`src/sv/assert_macros.svh`:
```
// Assertion helpers for the RTL, included by masked_row_to_mod_cells_unit.
`ifndef ASSERT_MACROS_SVH
`define ASSERT_MACROS_SVH

// Clocked check, masked while reset is held
`define ASSERT_CLK(lbl, prop, msg) \
    lbl: assert property (@(posedge i_clk) disable iff (!i_rst_n) prop) else $error(msg);

// Clocked check that also holds during reset
`define ASSERT_ALWAYS(lbl, prop, msg) \
    lbl: assert property (@(posedge i_clk) prop) else $error(msg);

`endif

```
`src/sv/mrmc_pkg.sv`:
```
`default_nettype none
package mrmc_pkg;

    // Row storage: [channel][field], field 0 note, 1 instrument, 2 effect, 3 parameter
    typedef logic [3:0][3:0][7:0] t_row_bytes;

    // Completed-row event from the parser
    typedef struct packed {
        logic       done;
        t_row_bytes bytes;
    } t_row_evt;

    localparam logic [7:0] NOTE_COUNT      = 8'd60;
    localparam logic [7:0] HIGH_NOTE_LIMIT = 8'd48;
    localparam logic [7:0] HIGH_NOTE_DROP  = 8'd24;
    localparam logic [1:0] LAST_CHANNEL    = 2'd3;

    // Mask byte bit 7 selects the lowest slot of its half
    function automatic logic [7:0] rev8(input logic [7:0] b);
        logic [7:0] r;
        for (int i = 0; i < 8; i++) begin
            r[i] = b[7-i];
        end
        return r;
    endfunction

    // Period table, indexed by note minus one
    function automatic logic [9:0] note_period(input logic [5:0] idx);
        logic [9:0] p;
        unique case (idx)
            6'd0:  p = 10'd856;  6'd1:  p = 10'd808;  6'd2:  p = 10'd762;
            6'd3:  p = 10'd720;  6'd4:  p = 10'd678;  6'd5:  p = 10'd640;
            6'd6:  p = 10'd604;  6'd7:  p = 10'd570;  6'd8:  p = 10'd538;
            6'd9:  p = 10'd508;  6'd10: p = 10'd480;  6'd11: p = 10'd453;
            6'd12: p = 10'd428;  6'd13: p = 10'd404;  6'd14: p = 10'd381;
            6'd15: p = 10'd360;  6'd16: p = 10'd339;  6'd17: p = 10'd320;
            6'd18: p = 10'd302;  6'd19: p = 10'd285;  6'd20: p = 10'd269;
            6'd21: p = 10'd254;  6'd22: p = 10'd240;  6'd23: p = 10'd226;
            6'd24: p = 10'd214;  6'd25: p = 10'd202;  6'd26: p = 10'd190;
            6'd27: p = 10'd180;  6'd28: p = 10'd170;  6'd29: p = 10'd160;
            6'd30: p = 10'd151;  6'd31: p = 10'd143;  6'd32: p = 10'd135;
            6'd33: p = 10'd127;  6'd34: p = 10'd120;  6'd35: p = 10'd113;
            6'd36: p = 10'd107;  6'd37: p = 10'd101;  6'd38: p = 10'd95;
            6'd39: p = 10'd90;   6'd40: p = 10'd85;   6'd41: p = 10'd80;
            6'd42: p = 10'd76;   6'd43: p = 10'd71;   6'd44: p = 10'd67;
            6'd45: p = 10'd64;   6'd46: p = 10'd60;   6'd47: p = 10'd57;
            6'd48: p = 10'd53;   6'd49: p = 10'd50;   6'd50: p = 10'd47;
            6'd51: p = 10'd45;   6'd52: p = 10'd42;   6'd53: p = 10'd40;
            6'd54: p = 10'd37;   6'd55: p = 10'd35;   6'd56: p = 10'd33;
            6'd57: p = 10'd31;   6'd58: p = 10'd30;   6'd59: p = 10'd28;
            default: p = 10'd0;
        endcase
        return p;
    endfunction

endpackage
`default_nettype wire

```
`src/sv/mrmc_parser.sv`:
```
`default_nettype none
module mrmc_parser (
    input  wire logic                i_clk,
    input  wire logic                i_rst_n,
    input  wire logic                i_valid,
    input  wire logic [7:0]          i_byte,
    input  wire logic                i_start,
    input  wire logic                i_emit_busy,
    output logic                     o_ready,
    output mrmc_pkg::t_row_evt       o_evt
);

    localparam logic [1:0] PH_MASK_HI = 2'd0;
    localparam logic [1:0] PH_MASK_LO = 2'd1;
    localparam logic [1:0] PH_FIELDS  = 2'd2;
    localparam logic [1:0] PH_UNUSED  = 2'd3;

    logic [1:0]           r_phase, n_phase;
    // Remaining present slots, bit k = slot k
    logic [15:0]          r_rem, n_rem;
    mrmc_pkg::t_row_bytes r_fields, n_fields;

    logic        w_accept;
    logic [1:0]  w_phase;
    logic [15:0] w_rem_low;
    logic [15:0] w_rem_left;
    logic        w_done;

    // Lowest pending slot and what is left after it
    assign w_rem_low  = r_rem & (~r_rem + 16'd1);
    assign w_rem_left = r_rem & ~w_rem_low;

    // Hold off only a byte that could finish a row while the last one drains
    assign o_ready = !i_emit_busy || (r_phase == PH_MASK_HI) || (r_phase == PH_UNUSED)
                     || ((r_phase == PH_FIELDS) && (w_rem_left != 16'd0));
    assign w_accept = i_valid && o_ready;
    assign w_phase  = (i_start || (r_phase == PH_UNUSED)) ? PH_MASK_HI : r_phase;

    // Parser next state
    always_comb begin
        n_phase  = r_phase;
        n_rem    = r_rem;
        n_fields = r_fields;
        w_done   = 1'b0;
        if (w_accept) begin
            unique case (w_phase)
                PH_MASK_HI: begin
                    n_rem    = {8'h00, mrmc_pkg::rev8(i_byte)};
                    n_fields = '0;
                    n_phase  = PH_MASK_LO;
                end
                PH_MASK_LO: begin
                    n_rem = {mrmc_pkg::rev8(i_byte), r_rem[7:0]};
                    if (n_rem == 16'd0) begin
                        w_done  = 1'b1;
                        n_phase = PH_MASK_HI;
                    end else begin
                        n_phase = PH_FIELDS;
                    end
                end
                PH_FIELDS: begin
                    for (int i = 0; i < 16; i++) begin
                        if (w_rem_low[i]) begin
                            n_fields[i/4][i%4] = i_byte;
                        end
                    end
                    n_rem = w_rem_left;
                    if (w_rem_left == 16'd0) begin
                        w_done  = 1'b1;
                        n_phase = PH_MASK_HI;
                    end
                end
                default: begin
                    n_phase = PH_MASK_HI;
                end
            endcase
        end
    end

    assign o_evt.done  = w_done;
    assign o_evt.bytes = n_fields;

    always_ff @(posedge i_clk) begin
        if (!i_rst_n) begin
            r_phase <= PH_MASK_HI;
            r_rem   <= '0;
        end else begin
            r_phase <= n_phase;
            r_rem   <= n_rem;
        end
    end

    always_ff @(posedge i_clk) begin
        r_fields <= n_fields;
    end

endmodule
`default_nettype wire

```
`src/sv/masked_row_to_mod_cells_unit.sv`:
```
// Pattern byte parser that turns each masked row into four tracker cells.
// Bytes are taken on every cycle while the drain buffer is free. When a byte
// completes a row, the row is copied into the drain buffer and its four cells
// leave through a registered output, one per cycle while the output is ready,
// channel 0 first; the first cell is then loaded into the output register from
// the buffer once the busy flag is set. While the buffer still holds cells, a
// mask low byte and a byte that would complete a row wait; the buffer frees as
// its fourth cell is loaded. Other bytes of the next row are still taken while
// the buffer drains, so parsing of a row overlaps the drain of the last one.
`default_nettype none
`include "assert_macros.svh"
module masked_row_to_mod_cells_unit (
    input  wire logic        i_clk,
    input  wire logic        i_rst_n,
    input  wire logic        i_in_valid,
    output logic             o_in_ready,
    input  wire logic [7:0]  i_in_byte,
    input  wire logic        i_pattern_start,
    output logic             o_out_valid,
    input  wire logic        i_out_ready,
    output logic [1:0]       o_channel,
    output logic [9:0]       o_period,
    output logic [7:0]       o_instr_effect,
    output logic [7:0]       o_effect_param,
    output logic             o_note_bad,
    output logic             o_row_last
);

    mrmc_pkg::t_row_evt   w_evt;
    mrmc_pkg::t_row_bytes r_buf;
    logic                 r_busy;
    logic [1:0]           r_cnt;
    logic                 w_load;

    logic                 r_out_valid;
    logic [1:0]           r_channel;
    logic [9:0]           r_period;
    logic [7:0]           r_instr_effect;
    logic [7:0]           r_effect_param;
    logic                 r_note_bad;

    logic [3:0][7:0]      w_chan;
    logic [7:0]           w_note;
    logic [7:0]           w_idx;
    logic [9:0]           n_period;
    logic                 n_note_bad;

    mrmc_parser u_parser (
        .i_clk       (i_clk),
        .i_rst_n     (i_rst_n),
        .i_valid     (i_in_valid),
        .i_byte      (i_in_byte),
        .i_start     (i_pattern_start),
        .i_emit_busy (r_busy),
        .o_ready     (o_in_ready),
        .o_evt       (w_evt)
    );

    // Cell of the channel being drained
    always_comb begin
        w_chan     = r_buf[r_cnt];
        w_note     = w_chan[0];
        n_period   = 10'd0;
        n_note_bad = 1'b0;
        if ((r_cnt == mrmc_pkg::LAST_CHANNEL) && (w_note > mrmc_pkg::HIGH_NOTE_LIMIT)) begin
            w_note = w_note - mrmc_pkg::HIGH_NOTE_DROP;
        end
        w_idx = w_note - 8'd1;
        if (w_note != 8'd0) begin
            if (w_idx < mrmc_pkg::NOTE_COUNT) begin
                n_period = mrmc_pkg::note_period(w_idx[5:0]);
            end else begin
                n_note_bad = 1'b1;
            end
        end
    end

    assign w_load = r_busy && (!r_out_valid || i_out_ready);

    // Drain buffer control
    always_ff @(posedge i_clk) begin
        if (!i_rst_n) begin
            r_busy      <= 1'b0;
            r_cnt       <= 2'd0;
            r_out_valid <= 1'b0;
        end else begin
            if (w_evt.done) begin
                r_busy <= 1'b1;
                r_cnt  <= 2'd0;
            end else if (w_load) begin
                r_cnt <= r_cnt + 2'd1;
                if (r_cnt == mrmc_pkg::LAST_CHANNEL) begin
                    r_busy <= 1'b0;
                end
            end
            if (w_load) begin
                r_out_valid <= 1'b1;
            end else if (i_out_ready) begin
                r_out_valid <= 1'b0;
            end
        end
    end

    // Row snapshot and output transaction payload
    always_ff @(posedge i_clk) begin
        if (w_evt.done) begin
            r_buf <= w_evt.bytes;
        end
        if (w_load) begin
            r_channel      <= r_cnt;
            r_period       <= n_period;
            r_instr_effect <= {w_chan[1][3:0], 4'b0000} | w_chan[2];
            r_effect_param <= w_chan[3];
            r_note_bad     <= n_note_bad;
        end
    end

    assign o_out_valid    = r_out_valid;
    assign o_channel      = r_channel;
    assign o_period       = r_period;
    assign o_instr_effect = r_instr_effect;
    assign o_effect_param = r_effect_param;
    assign o_note_bad     = r_note_bad;
    assign o_row_last     = (r_channel == mrmc_pkg::LAST_CHANNEL);

    // A finished row never lands on cells still waiting to drain
    `ASSERT_CLK(a_no_overrun, w_evt.done |-> !r_busy, "row completed while buffer busy")
    // Draining the fourth cell frees the buffer
    `ASSERT_CLK(a_drain_end, (w_load && (r_cnt == mrmc_pkg::LAST_CHANNEL)) |=> !r_busy, "drain stuck")
    // Cells leave in channel order
    `ASSERT_CLK(a_chan_order, (r_busy && r_out_valid) |-> (r_cnt == 2'(r_channel + 2'd1)), "bad order")
    // Reset withdraws any offered result
    `ASSERT_ALWAYS(a_reset_quiet, !i_rst_n |=> !o_out_valid, "output valid after reset")

endmodule
`default_nettype wire
```
`config.mk`:
```
export PLATFORM = sky130hd
export DESIGN_NAME = masked_row_to_mod_cells_unit
export DESIGN_NICKNAME = d
export VERILOG_FILES = /design/src/sv/mrmc_pkg.sv /design/src/sv/mrmc_parser.sv /design/src/sv/masked_row_to_mod_cells_unit.sv
export VERILOG_INCLUDE_DIRS = /design/src /design/src/sv
export SDC_FILE = /design/constraint.sdc
export NUM_CORES = 1
export LEC_CHECK = 0
export BUFFER_PORTS_ARGS = -buffer_cell sky130_fd_sc_hd__buf_2
export CAP_MARGIN = 20
export CORE_MARGIN = 5
export CORE_UTILIZATION = 30
export CTS_BUF_LIST = sky130_fd_sc_hd__clkbuf_16
export DETAILED_ROUTE_END_ITERATION = 10
export GPL_TIMING_DRIVEN = 0
export REMOVE_ABC_BUFFERS = 1
export SETUP_SLACK_MARGIN = 0.5
export SLEW_MARGIN = 20
export SYNTH_ARGS = -nofsm -noshare
export SYNTH_HDL_FRONTEND = slang
export SYNTH_SLANG_ARGS = --single-unit
```
`constraint.sdc`:
```
create_clock -name i_clk -period 4.8 [get_ports i_clk]
set_clock_uncertainty 0.2 [all_clocks]
set_input_delay 0.24 -clock i_clk [delete_from_list [all_inputs] [get_ports i_clk]]
set_output_delay 0.24 -clock i_clk [all_outputs]
set_load 0.03 [all_outputs]
```
==> run metrics <==
Max IR drop VDD 0.2656 mV; core utilization of the finished layout 0.3558; number of buffers created by CTS 29; type of origin of the critical path flip-flop; clk sinks 275; number of synthesized flops with an enable pin 141; total congestion overflow 0; post-route fraction of the period consumed by the critical path 0.8578; number of max-slew violations in the final report 0; critical-path maximum fanout 17; total die area 44150 sq um; first-pass GRT wire length 49290 um; source of the worst register-to-register timing path u_parser.r_rem[0]; Max transition margin 0.5218; Power Density 356.3 nW/um^2; filler instances 3941; multi-input logic area 4861 sq um; Worst-path clk slew 0.06 ns; outcome finished clean; Post-DRT Antenna Nets 0; CTS H-tree depth 1; row count 73; Post-Synthesis Cells 1082; count of pins on the block boundary 45; proportion of synthesized chip area in sequential cells 0.5757; maximum number of pins on one net before global-route repair 68; min Tclk post-route 4.117 ns; worst min-delay path startpoint i_in_valid; final instance area 14110 sq um; worst-skew pair later-pin latency 0.56 ns; number of port buffers 44; Mapped Area 12010 sq um; Wirelength per Cell 18.77 um; CP arrival 4.28 ns; unrepaired setup endpoints after global routing yes; fraction of post-synthesis cell area in the top cell type by area 0.3524; Static Leak 4.707 nW; proportion of layout cells with a drive suffix above 1 0.1534; routability-driven placement congestion ratio 0.8302; Core ar. 39640 sq um; final non-filler cell total 1666; Seq cells post-synth 275; clk buf depth 3; least setup slack across all paths after layout 0.6825 ns; synthesis-to-finish area growth 17.41%; pin slew with the least headroom to its limit 0.7142 ns; post-synthesis cell type count 81; Worst setup EP type flip-flop; top achievable clock speed 242.9 MHz; detailed-route DRC error count 0; Post-Place Worst Slack -1.002 ns; start point of the critical path u_parser.r_rem[0]; final-layout worst hold slack 0.2029 ns; Final Routed Wirelength 31270 um; number of max-cap violations 0; Via-to-Cell Ratio 5.322; GRT Util Overall 0.1372; proportion of register bits with asynchronous set or reset after synthesis 0; cell area after placement 12750 sq um; horizontal die dimension 210.1 um; worst hold path class in -> reg; Finish-stage setup viols 0; crit path kind reg -> reg; largest cells by area after synthesis sky130_fd_sc_hd__edfxtp_1 (35%), sky130_fd_sc_hd__dfxtp_1 (22%), sky130_fd_sc_hd__nand3_1 (6.6%), sky130_fd_sc_hd__o2bb2ai_1 (4.4%), sky130_fd_sc_hd__nand2_1 (4.2%); initial antenna violation count 0; count of placed standard cells including taps 1584; Final Hold Vio Count 0; clock tree from TritonCTS yes; fin nets 1148; clock root buffer sky130_fd_sc_hd__clkbuf_16; storage element area 6922 sq um; library cell with the largest summed area after synthesis sky130_fd_sc_hd__edfxtp_1; DP Wirelength 19150 um; detailed-route via count 8866; Pre-antenna DRT Iters 5; flip-flop cell with the highest count after synthesis sky130_fd_sc_hd__edfxtp_1; syn_area_per_cell 11.10 sq um; Initial Util 0.3031; initial detailed-routing violation count 714; endpoint required time on the critical path 4.96 ns; total of warnings raised by yosys 0; Die H 210.1 um; number of global-route vias before repair 8581; number of diodes 0
## logic make-up (layout without fill, tap and decap cells)
logic type / count (synthesis) / in the layout / synth area share
XOR/XNOR: 6 / 7 / 0.004374
AO/OA/AOI/OAI: 246 / 248 / 0.1555
adder cells (fa/ha/maj): 19 / 19 / 0.01927
multiplexers: 29 / 29 / 0.04416
AND/OR/NAND/NOR: 415 / 415 / 0.1651
buffers and inverters: 92 / 148 / 0.03593
flip-flops: 275 / 275 / 0.5757
## synth_stat cells, types with 16 or more instances
cell,count
sky130_fd_sc_hd__ha_1,16
sky130_fd_sc_hd__o21ai_0,53
sky130_fd_sc_hd__edfxtp_1,141
sky130_fd_sc_hd__a21oi_1,27
sky130_fd_sc_hd__nand2_1,136
sky130_fd_sc_hd__nand3_1,158
sky130_fd_sc_hd__o2bb2ai_1,60
sky130_fd_sc_hd__dfxtp_1,134
sky130_fd_sc_hd__nor2_1,41
sky130_fd_sc_hd__buf_2,24
sky130_fd_sc_hd__clkbuf_1,35
sky130_fd_sc_hd__and2_1,16
sky130_fd_sc_hd__mux4_2,19
## power by group
| part | internal [mW] | leakage, nW | switching (mW) | total [mW] |
|---|---|---|---|---|
| clock | 1.32 | 0.489 | 0.942 | 2.26 |
| combinational | 0.0833 | 1.86 | 0.207 | 0.290 |
| sequential | 2.46 | 2.36 | 0.0205 | 2.48 |
## flip-flops by register name (all words and copies together) (netlist names), 8 cells and up
name	count
o_effect_param	8
o_instr_effect	8
o_period	10
r_buf	112
u_parser.r_fields	112
u_parser.r_rem	16
## cell type report
| cell class | instances | share of cell area |
|---|---|---|
| tap | 525 | 0.04657 |
| sequential | 275 | 0.4907 |
| inverter | 18 | 0.006120 |
| timing repair buffer | 76 | 0.04400 |
| multi-input combinational | 718 | 0.3446 |
| timing repair inverter | 1 | 0.0003548 |
| clock inverter | 24 | 0.01623 |
| clock buffer | 29 | 0.05145 |
## repair_timing
| action | in CTS | in global routing |
|---|---|---|
| hold buffers | 11 | 0 |
| pin swaps | 5 | 3 |
| setup endpoints to repair | 131 | 127 |
| setup buffers | 7 | 7 |
| gates cloned | 4 | 0 |
| endpoints found under the hold margin | 33 | 0 |
| gates resized for setup | 20 | 8 |
## layer usage
metal,global-route usage,vias up,part of all wire
met5,0,-,0
met4,0.03758,0,0.028
met3,0.02441,60,0.056
met2,0.2220,262,0.46
met1,0.1908,4367,0.45
li1,-,4177,-
## through the flow
step	total power, mW	setup TNS (ns)
after floorplan	2.692	-174.63
after global placement	2.781	-808.71
after detailed placement	2.801	-8.477
after CTS	5.066	0
after global routing	5.199	0
final	5.027	0
## placed cells by master (no fill, tap or decap), types with 19 or more instances in the layout
cell type and instances:
sky130_fd_sc_hd__edfxtp_1 141, sky130_fd_sc_hd__nand2_1 135, sky130_fd_sc_hd__nand3_1 154, sky130_fd_sc_hd__mux4_2 19, sky130_fd_sc_hd__clkbuf_16 29, sky130_fd_sc_hd__a21oi_1 27, sky130_fd_sc_hd__dfxtp_1 132, sky130_fd_sc_hd__inv_1 19
sky130_fd_sc_hd__nor2_1 38, sky130_fd_sc_hd__o2bb2ai_1 60, sky130_fd_sc_hd__buf_2 44, sky130_fd_sc_hd__o21ai_0 53
## final timing paths
| kind | end | slack, ns | cells past startpoint |
|---|---|---|---|
| max | r_buf[88] | 0.68 | 8 |
| min | u_parser.r_phase[1] | 0.20 | 5 |
| max reg2reg | r_buf[88] | 0.68 | 8 |
| min reg2reg | u_parser.r_fields[19] | 0.26 | 1 |
## critical path, cell delays in order, from the launching register on
cell                        delay (ns)
sky130_fd_sc_hd__dfxtp_1          0.69
sky130_fd_sc_hd__nor2_2           0.19
sky130_fd_sc_hd__and3_1           0.27
sky130_fd_sc_hd__maj3_1           0.37
sky130_fd_sc_hd__a21oi_1          0.38
sky130_fd_sc_hd__o41ai_4          0.22
sky130_fd_sc_hd__a21oi_4          0.55
sky130_fd_sc_hd__nand3_2          0.59
sky130_fd_sc_hd__o2bb2ai_1        0.45
Power figures use the tool's default switching activity.
